===== config.mk =====
export PLATFORM = sky130hd
export DESIGN_NAME = register_machine_executor
export DESIGN_NICKNAME = d
export VERILOG_FILES = /design/src/design/rme_pkg.sv /design/src/design/rme_queue.sv /design/src/design/rme_front.sv /design/src/design/rme_back.sv /design/src/design/register_machine_executor.sv
export SDC_FILE = /design/constraint.sdc
export NUM_CORES = 2
export LEC_CHECK = 0
export BUFFER_PORTS_ARGS = -buffer_cell sky130_fd_sc_hd__buf_2
export CAP_MARGIN = 15
export CORE_MARGIN = 4
export CORE_UTILIZATION = 55
export DETAILED_ROUTE_END_ITERATION = 8
export PLACE_DENSITY = 0.72
export SKIP_CTS_REPAIR_TIMING = 1
export SYNTH_ARGS = -nofsm -noshare
export SYNTH_HDL_FRONTEND = slang
export SYNTH_HIERARCHICAL = 1
export SYNTH_SLANG_ARGS = --single-unit

===== constraint.sdc =====
create_clock -name clk -period 17.7 [get_ports clk]
set_clock_uncertainty 0.1 [all_clocks]
set_input_delay 3.54 -clock clk [delete_from_list [all_inputs] [get_ports clk]]
set_output_delay 3.54 -clock clk [all_outputs]
set_load 0.02 [all_outputs]

===== src/design/rme_pkg.sv =====
// Shared types and constants for the register machine executor.
// Holds operation codes, the decoded instruction type and the result type.
// No dependencies.
`timescale 1ns / 1ps

package rme_pkg;

  localparam int DataWidth = 32;
  localparam int RegCount  = 4;
  localparam int RegIdxW   = $clog2(RegCount);
  localparam int OpW       = 4;
  localparam int OpcodeW   = 4;
  localparam int MapW      = OpW * (1 << OpcodeW);

  localparam logic [MapW-1:0] MapReset = 64'hFEDC_BA98_7654_3210;

  // Operation indices held in the opcode map
  localparam logic [OpW-1:0] OpAddr = 4'd0;
  localparam logic [OpW-1:0] OpAddi = 4'd1;
  localparam logic [OpW-1:0] OpMulr = 4'd2;
  localparam logic [OpW-1:0] OpMuli = 4'd3;
  localparam logic [OpW-1:0] OpBanr = 4'd4;
  localparam logic [OpW-1:0] OpBani = 4'd5;
  localparam logic [OpW-1:0] OpBorr = 4'd6;
  localparam logic [OpW-1:0] OpBori = 4'd7;
  localparam logic [OpW-1:0] OpSetr = 4'd8;
  localparam logic [OpW-1:0] OpSeti = 4'd9;
  localparam logic [OpW-1:0] OpGtir = 4'd10;
  localparam logic [OpW-1:0] OpGtri = 4'd11;
  localparam logic [OpW-1:0] OpGtrr = 4'd12;
  localparam logic [OpW-1:0] OpEqir = 4'd13;
  localparam logic [OpW-1:0] OpEqri = 4'd14;
  localparam logic [OpW-1:0] OpEqrr = 4'd15;

  typedef struct packed {
    logic [OpW-1:0]       op;
    logic [31:0]          a;
    logic [31:0]          b;
    logic [RegIdxW-1:0]   dst;
  } insn_t;

  typedef struct packed {
    logic [RegCount-1:0][DataWidth-1:0] value;
  } result_t;

endpackage


===== src/design/rme_queue.sv =====
// Two-entry queue used between the front and back ends and at the output.
// Depends on nothing; width is set by the instantiating module.
`timescale 1ns / 1ps

module rme_queue #(
  parameter int WIDTH = 8
) (
  input  logic             clk,
  input  logic             rst,
  input  logic             push_en,
  input  logic [WIDTH-1:0] push_data,
  output logic             full,
  input  logic             pop_en,
  output logic [WIDTH-1:0] pop_data,
  output logic             empty
);

  logic [WIDTH-1:0] slots [2];
  logic             wr_ptr;
  logic             rd_ptr;
  logic [1:0]       count;

  assign full     = (count == 2'd2);
  assign empty    = (count == 2'd0);
  assign pop_data = slots[rd_ptr];

  always_ff @(posedge clk) begin
    if (push_en) begin
      slots[wr_ptr] <= push_data;
    end
  end

  always_ff @(posedge clk) begin
    if (rst) begin
      wr_ptr <= 1'b0;
      rd_ptr <= 1'b0;
      count  <= 2'd0;
    end else begin
      if (push_en) begin
        wr_ptr <= ~wr_ptr;
      end
      if (pop_en) begin
        rd_ptr <= ~rd_ptr;
      end
      case ({push_en, pop_en})
        2'b10:   count <= count + 2'd1;
        2'b01:   count <= count - 2'd1;
        default: count <= count;
      endcase
    end
  end

endmodule


===== src/design/rme_front.sv =====
// Front end: holds the opcode map and translates each incoming request.
// Depends on rme_pkg.
`timescale 1ns / 1ps

module rme_front (
  input  logic                         clk,
  input  logic                         rst,
  input  logic                         cfg_wr_en,
  input  logic [rme_pkg::MapW-1:0]     cfg_wr_data,
  input  logic [rme_pkg::OpcodeW-1:0]  opcode,
  input  logic [31:0]                  operand_a,
  input  logic [31:0]                  operand_b,
  input  logic [1:0]                   dest_index,
  output rme_pkg::insn_t               item
);

  logic [rme_pkg::MapW-1:0] op_lut;

  always_ff @(posedge clk) begin
    if (rst) begin
      op_lut <= rme_pkg::MapReset;
    end else if (cfg_wr_en) begin
      op_lut <= cfg_wr_data;
    end
  end

  always_comb begin
    item.op  = op_lut[opcode * rme_pkg::OpW +: rme_pkg::OpW];
    item.a   = operand_a;
    item.b   = operand_b;
    item.dst = dest_index[rme_pkg::RegIdxW-1:0];
  end

endmodule


===== src/design/rme_back.sv =====
// Back end: register file and ALU; one request per cycle unless res_full.
// Depends on rme_pkg.
`timescale 1ns / 1ps

module rme_back (
  input  logic              clk,
  input  logic              rst,
  input  rme_pkg::insn_t    item,
  input  logic              item_valid,
  output logic              item_pop,
  input  logic              res_full,
  output logic              res_push,
  output rme_pkg::result_t  result
);

  localparam int DW = rme_pkg::DataWidth;

  logic [DW-1:0] regs      [rme_pkg::RegCount];
  logic [DW-1:0] regs_next [rme_pkg::RegCount];
  logic [DW-1:0] ra;
  logic [DW-1:0] rb;
  logic [DW-1:0] ia;
  logic [DW-1:0] ib;
  logic [DW-1:0] alu;
  logic          fire;

  assign fire     = item_valid && !res_full;
  assign item_pop = fire;
  assign res_push = fire;

  assign ra = regs[item.a[rme_pkg::RegIdxW-1:0]];
  assign rb = regs[item.b[rme_pkg::RegIdxW-1:0]];
  assign ia = DW'(item.a);
  assign ib = DW'(item.b);

  always_comb begin
    case (item.op)
      rme_pkg::OpAddr: alu = ra + rb;
      rme_pkg::OpAddi: alu = ra + ib;
      rme_pkg::OpMulr: alu = ra * rb;
      rme_pkg::OpMuli: alu = ra * ib;
      rme_pkg::OpBanr: alu = ra & rb;
      rme_pkg::OpBani: alu = ra & ib;
      rme_pkg::OpBorr: alu = ra | rb;
      rme_pkg::OpBori: alu = ra | ib;
      rme_pkg::OpSetr: alu = ra;
      rme_pkg::OpSeti: alu = ia;
      rme_pkg::OpGtir: alu = DW'(ia > rb);
      rme_pkg::OpGtri: alu = DW'(ra > ib);
      rme_pkg::OpGtrr: alu = DW'(ra > rb);
      rme_pkg::OpEqir: alu = DW'(ia == rb);
      rme_pkg::OpEqri: alu = DW'(ra == ib);
      default:         alu = DW'(ra == rb);
    endcase
  end

  // Apply the write so the result carries the registers after the instruction
  always_comb begin
    for (int i = 0; i < rme_pkg::RegCount; i++) begin
      regs_next[i] = (item.dst == rme_pkg::RegIdxW'(i)) ? alu : regs[i];
      result.value[i] = regs_next[i];
    end
  end

  always_ff @(posedge clk) begin
    if (rst) begin
      for (int i = 0; i < rme_pkg::RegCount; i++) begin
        regs[i] <= '0;
      end
    end else if (fire) begin
      for (int i = 0; i < rme_pkg::RegCount; i++) begin
        regs[i] <= regs_next[i];
      end
    end
  end

endmodule


===== src/design/register_machine_executor.sv =====
// Top level of the register machine executor.
// Depends on rme_pkg, rme_queue, rme_front and rme_back.
`timescale 1ns / 1ps

// Usage
//   Input channel: drive opcode, operand_a, operand_b and dest_index with push;
//   a request is taken at a clock edge where push is high and full is low.
//   Result channel: while empty is low, reg0_value..reg3_value show the four
//   registers after the oldest unread instruction; pop high takes it.
//   Configuration: cfg_wr_en writes cfg_wr_data into the opcode map at the
//   edge; write only while no instruction is in flight.
// Timing
//   One instruction per cycle sustained while pop keeps the result queue from
//   filling. A taken request is decoded into a two-entry queue, executed by
//   the back end (ALU with 32x32 multipliers feeding the register file), and
//   pushed as a register snapshot into the result queue, whence it shows on
//   the result ports. The register file read-modify-write loop is the step
//   that sets the rate.
// Reset
//   rst (synchronous) clears both queues and all registers and reloads the
//   identity opcode map.
// Stalls
//   When pop stays low the result queue fills, the back end holds, the
//   request queue fills and full rises; nothing is dropped.

module register_machine_executor (
  input  logic                         clk,
  input  logic                         rst,
  input  logic                         push,
  output logic                         full,
  input  logic [rme_pkg::OpcodeW-1:0]  opcode,
  input  logic [31:0]                  operand_a,
  input  logic [31:0]                  operand_b,
  input  logic [1:0]                   dest_index,
  input  logic                         pop,
  output logic                         empty,
  output logic [31:0]                  reg0_value,
  output logic [31:0]                  reg1_value,
  output logic [31:0]                  reg2_value,
  output logic [31:0]                  reg3_value,
  input  logic                         cfg_wr_en,
  input  logic [rme_pkg::MapW-1:0]     cfg_wr_data
);

  rme_pkg::insn_t   front_item;
  rme_pkg::insn_t   back_item;
  rme_pkg::result_t back_result;
  rme_pkg::result_t out_result;
  logic             insn_empty;
  logic             insn_pop;
  logic             res_full;
  logic             res_push;
  logic             in_take;
  logic             out_take;

  // Qualify the handshakes so the queues never see a push into full or a pop
  // from empty
  assign in_take  = push && !full;
  assign out_take = pop && !empty;

  rme_front u_front (
    .clk         (clk),
    .rst         (rst),
    .cfg_wr_en   (cfg_wr_en),
    .cfg_wr_data (cfg_wr_data),
    .opcode      (opcode),
    .operand_a   (operand_a),
    .operand_b   (operand_b),
    .dest_index  (dest_index),
    .item        (front_item)
  );

  // Request queue: decouples decode from execution
  rme_queue #(
    .WIDTH ($bits(rme_pkg::insn_t))
  ) u_insn_queue (
    .clk       (clk),
    .rst       (rst),
    .push_en   (in_take),
    .push_data (front_item),
    .full      (full),
    .pop_en    (insn_pop),
    .pop_data  (back_item),
    .empty     (insn_empty)
  );

  rme_back u_back (
    .clk        (clk),
    .rst        (rst),
    .item       (back_item),
    .item_valid (!insn_empty),
    .item_pop   (insn_pop),
    .res_full   (res_full),
    .res_push   (res_push),
    .result     (back_result)
  );

  // Result queue: holds finished snapshots while the receiver stalls
  rme_queue #(
    .WIDTH ($bits(rme_pkg::result_t))
  ) u_res_queue (
    .clk       (clk),
    .rst       (rst),
    .push_en   (res_push),
    .push_data (back_result),
    .full      (res_full),
    .pop_en    (out_take),
    .pop_data  (out_result),
    .empty     (empty)
  );

  assign reg0_value = out_result.value[0];
  assign reg1_value = out_result.value[1];
  assign reg2_value = out_result.value[2];
  assign reg3_value = out_result.value[3];

endmodule

Word level (Yosys, flattened, before mapping)
Memories as Yosys holds them, arrays and structs flattened. A register that Yosys moved wholly into a read port is not among the register bits. Cells that the tools add are included.

Add/sub/neg operators: 6. Multipliers: 2. Order comparisons: 3. Equality and inequality tests: 26. Shift-type cells: 1. Muxes and demuxes: 23. Bitwise logic cells: 12. Reductions and logical operators: 13.

Operators by type and width (number): $pmux 32 s15 (1); $mux 32 (8); $eq 32x32->1 (3); $gt 32x32->1 (3); $add 32x32->32 (2); $and 32x32->32 (2); $mul 32x32->32 (2); $or 32x32->32 (2); $shiftx 64x7->4 (1); $eq 4x4->1 const B (7); $eq 4x3->1 const B (4); $eq 2x2->1 const B (6); $mux 1 (12); $eq 4x2->1 const B (2); $pmux 2 s2 (2); $eq 2x1->1 const B (3); $logic_not 2->1 (3); $add 2x1->2 const B (2); $eq 4x1->1 const B (1); $logic_not 1->1 (4); $logic_not 4->1 (1); $not 1->1 (4); $or 1x1->1 (4); $reduce_bool 2->1 (2); other kinds (2) (5).

Flip-flop bits (word level): 72. RAM bits: 524. Input port bits: 139. Output and inout bits: 130. Logic and storage cells: 96. Memories: 3.

Memory list: u_res_queue.slots (depth 2, width 128, read ports 1, clocked after Yosys merged registers in 1, wr ports 1, line rme_queue.sv:18) `logic [WIDTH-1:0] slots [2];`; u_insn_queue.slots (depth 2, width 70, read ports 1, clocked after Yosys merged registers in 1, wr ports 1, line rme_queue.sv:18); u_back.regs (depth 4, width 32, read ports 6, clocked after Yosys merged registers in 0, wr ports 4, line rme_back.sv:18) `logic [DW-1:0] regs [rme_pkg::RegCount];`.

Longest topological paths before layout
Depth after elaboration: 7. Depth in mapped cells: 40. Gate-level depth less buffers: 32.

Modules after synthesis
The synthesis kept the hierarchy.

By module, submodules not included: rme_back (times used 1, cells an instance 5132, area each 44301.2 µm²); rme_queue at u_res_queue (times used 1, cells an instance 420, area each 9431.5 µm²); rme_queue at u_insn_queue (times used 1, cells an instance 240, area each 5237.5 µm²); rme_front (times used 1, cells an instance 314, area each 3325.7 µm²); register_machine_executor (times used 1, cells an instance 3, area each 31.3 µm²).

Least setup slack after synthesis
OpenSTA, ideal clock, no wires.

Path type: flip-flop to flip-flop. Start point: register with a tool-made name. End point: memory u_res_queue/slots[0][126] (netlist bit) (data pin). Library setup time: 0.288 ns. Data arrival time: 8.838 ns. Setup slack: 8.474 ns. Stages on the path, launching flop included: 38. Cells stage by stage: dfxtp_1 -> buf_2 -> buf_2 -> mux2_2 -> buf_4 -> buf_6 -> buf_6 -> mux2i_1 -> nor2_1 -> a21oi_2 -> inv_2 -> clkbuf_1 -> buf_1 -> ha_1 -> inv_1 -> fa_1 -> inv_1 -> fa_1 -> [2 not listed] -> fa_1 -> inv_1 -> fa_1 -> fa_1 -> fa_1 -> fa_1 -> ha_1 -> a21o_1 -> a21o_1 -> a21oi_1 -> o21ai_0 -> a211oi_1 -> nand2b_1 -> a31oi_1 -> mux2i_1 -> nand3_1 -> a211oi_1 -> a21oi_1.

RTL lines (line): to (decl) (rme_queue.sv:18).

==> impl_metrics.ini <==
[run_status]
status = finished clean

[timing]
setup_viol = 0
maxSlewViolCount = 0
fmaxAchievable_mhz = 83.30
fin_crit_sh = 0.6783
tns_ns = 0
setup_ws_ns = 5.695
tightest_slew_ns = 1.274
hold_viol = 0
grt_setup_unrepaired = false
period_minus_slack_ns = 12.01
slew_headroom = 0.1433

[synthesis]
synth_seq_cells = 598
ys.flop_type = edfxtp_1
yosys.area.top_type_share = 0.2624
yosysSeqAreaShare = 0.2762
synth.distinct_cells = 82
syn-instance-count = 6109
synth_nets = 7472
synth_edf_count = 524
synth_area_leaders = fa_1 (26%), edfxtp_1 (25%), ha_1 (8.2%)
netlist_area_um2 = 62330
ys_warn_count = 6
yosys.area.top_type = fa_1
postSynthAreaPerCell_um2 = 10.20
async_reset_ff_frac = 0

[clock_network]
cts-buffers-inserted = 51
root_buffer = clkbuf_16
htree_levels = 2
insertion_delay_ns = 0.60
cts_tree = yes
clkTransAtPathRegs_ns = 0.07
clkSinkCount = 598
cts_buffer_depth = 3

[grt]
grt_max_degree = 97
antenna_found_initial = 6
first_global_vias = 48850
grt_overflow = 0
grt_pass1_wl_um = 314300
grt_util_all_layers = 0.3603

[routing]
dr.pass1.iters = 9
final_antenna_net_count = 0
drt-total-wl_um = 212100
detail_route.iter0.violations = 5365
via_count = 47190
vias_per_cell = 6.129
drc = 0
wl_per_cell_um = 27.54

[place]
post-place-ws_ns = 5.879
gp_congestion = 1.050
port_buffers = 268
detailed_place_hpwl_um = 154600

[worst_setup_path]
cp-start-kind = flop
r2r_cells = 29
r2r_end = u_res_queue/slots[0][31]$_DFFE_PP_
cp_common_cell = fa_1
slowest_stage = mux2_2
worstPathMaxFanout = 43
cp_slowest_stage_delay_ns = 0.67
path_class = flop to flop
worstPathArrival_ns = 12.20
cp-end-kind = flop
critPathRequiredTime_ns = 17.90
r2r_setup_slack_ns = 5.69

[hold_path]
min_to = u_front/op_lut[37]$_SDFFE_PP0P_
holdPathStages = 2
worstHoldPathType = flop to flop
min_from = u_front/op_lut[37]$_SDFFE_PP0P_

[die]
design.die.area_um2 = 118800
rows = 123
chipHeight_um = 344.6
io_pins = 269
start_util = 0.5540
core_um2 = 112500
die_w_um = 344.6

[flow_run]
maxCapViolations = 0

[cells_and_area]
final_nets = 7518
synthToLayoutAreaGrowth_pct = 6.287
drive_gt1_frac = 0.1271
-- worst max-delay path: cells and delay by family, from the launching register on --
kind | cells | cell delay, ns
and+or+nand+nor | 2 | 0.72
xor gates and xnor gates | 1 | 0.27
DFF | 1 | 0.60
buffers and inverters | 6 | 2.32
muxes | 2 | 1.09
AOI/OAI and AO/OA | 8 | 1.72
adders and majority gates | 10 | 4.80
-- layout by cell type, fill, tap and decap left out, drive strengths merged, types with 29 or more instances in the layout --
cell	netlist	layout
o21ai	198	198
and2	104	104
fa	817	817
inv	855	857
dfxtp	74	74
nor2b	57	57
clkbuf	223	65
xor2	45	45
a211oi	71	71
buf	158	373
mux2	235	235
a21o	63	63
a21oi	237	237
nand2	585	585
ha	407	407
mux2i	102	102
clkinv	18	32
nor2	800	800
mux4	40	40
a211o	35	35
edfxtp	524	524
xnor2	156	156
o21a	29	29
-- layout make-up --
class / instances / area (um^2)
well taps: 1500 / 1877
fillers: 9494 / 46250
multi-input cells: 4257 / 40100
clock buffers: 65 / 1329
inverters: 873 / 3277
repair buffers: 374 / 2155
diodes: 7 / 17.52
clock inverters: 25 / 267.8
flip-flops and latches: 598 / 17220
-- flip-flops by register name, indices dropped and copies added, names as in the netlist, named ones only --
| name | flops |
|---|---|
| u_back/regs | 128 |
| u_front/op_lut | 64 |
| u_insn_queue/count | 2 |
| u_insn_queue/rd_ptr | 1 |
| u_insn_queue/slots | 140 |
| u_insn_queue/wr_ptr | 1 |
| u_res_queue/count | 2 |
| u_res_queue/rd_ptr | 1 |
| u_res_queue/slots | 256 |
| u_res_queue/wr_ptr | 1 |
-- worst max-delay path by stage --
stage	from	end	slack, ns
2_1_floorplan	flop	u_res_queue/slots[0][126]$_DFFE_PP_	8.47
3_3_place_gp	flop	u_res_queue/slots[0][119]$_DFFE_PP_	5.83
3_5_place_dp	flop	u_res_queue/slots[0][87]$_DFFE_PP_	5.88
4_1_cts	flop	u_res_queue/slots[0][87]$_DFFE_PP_	5.83
5_1_grt	flop	u_res_queue/slots[0][88]$_DFFE_PP_	5.49
6_report	flop	u_res_queue/slots[0][31]$_DFFE_PP_	5.69
-- cell usage after synthesis, types with 7 or more instances --
library cell,count
a211o_1,35
a211oi_1,69
a21o_1,63
a21oi_1,229
a221oi_1,18
a222oi_1,13
a22oi_1,10
a31o_2,11
a31oi_1,14
and2_1,104
and3_1,7
buf_1,33
buf_2,23
buf_4,95
clkbuf_1,223
clkinv_1,18
dfxtp_1,74
edfxtp_1,524
fa_1,817
ha_1,407
inv_1,838
inv_2,17
mux2_2,228
mux2i_1,102
mux4_1,14
mux4_2,26
nand2_1,585
nand2b_1,25
nand3_1,25
nand4_1,28
nor2_1,800
nor2b_1,55
nor3_1,16
o211ai_1,7
o21a_1,29
o21ai_0,181
o21ai_1,8
o21bai_1,9
o221ai_1,14
o22ai_1,14
o31ai_1,7
xnor2_1,156
xor2_1,44
-- logic make-up after synthesis --
kind of cell,after synthesis,share of synthesized area
flip-flops,598,0.2762
AND/OR/NAND/NOR,1671,0.1119
buffers and inverters,1254,0.08269
multiplexers,377,0.07432
XOR/XNOR,202,0.02873
AO/OA/AOI/OAI,783,0.08204
adder cells (fa/ha/maj),1224,0.3441
-- per-layer routing --
metal / wire length (um) / share of wire / up-vias / global-route usage
met5: 0 / 0 / - / 0
met4: 15590 / 0.073 / 0 / 0.2053
met3: 25700 / 0.12 / 736 / 0.09492
met2: 90970 / 0.43 / 3041 / 0.5395
met1: 79810 / 0.38 / 23480 / 0.4776
li1: - / - / 19930 / -
-- through the flow --
step                hold slack, ns  std cells  instance area, um^2  utilization
global placement            0.3658       7600                64610       0.5744
floorplan                   0.3514       6109                62330            -
finish                      0.3840       7699                66250       0.5889
detailed placement          0.3749       7600                64610       0.5744
CTS                         0.3908       7690                66210       0.5885
global route                0.4064       7694                66230       0.5887
Power is left out: the tool's default activity adds up to more than one toggle a clock period on the data nets, which glitch-free logic cannot reach.
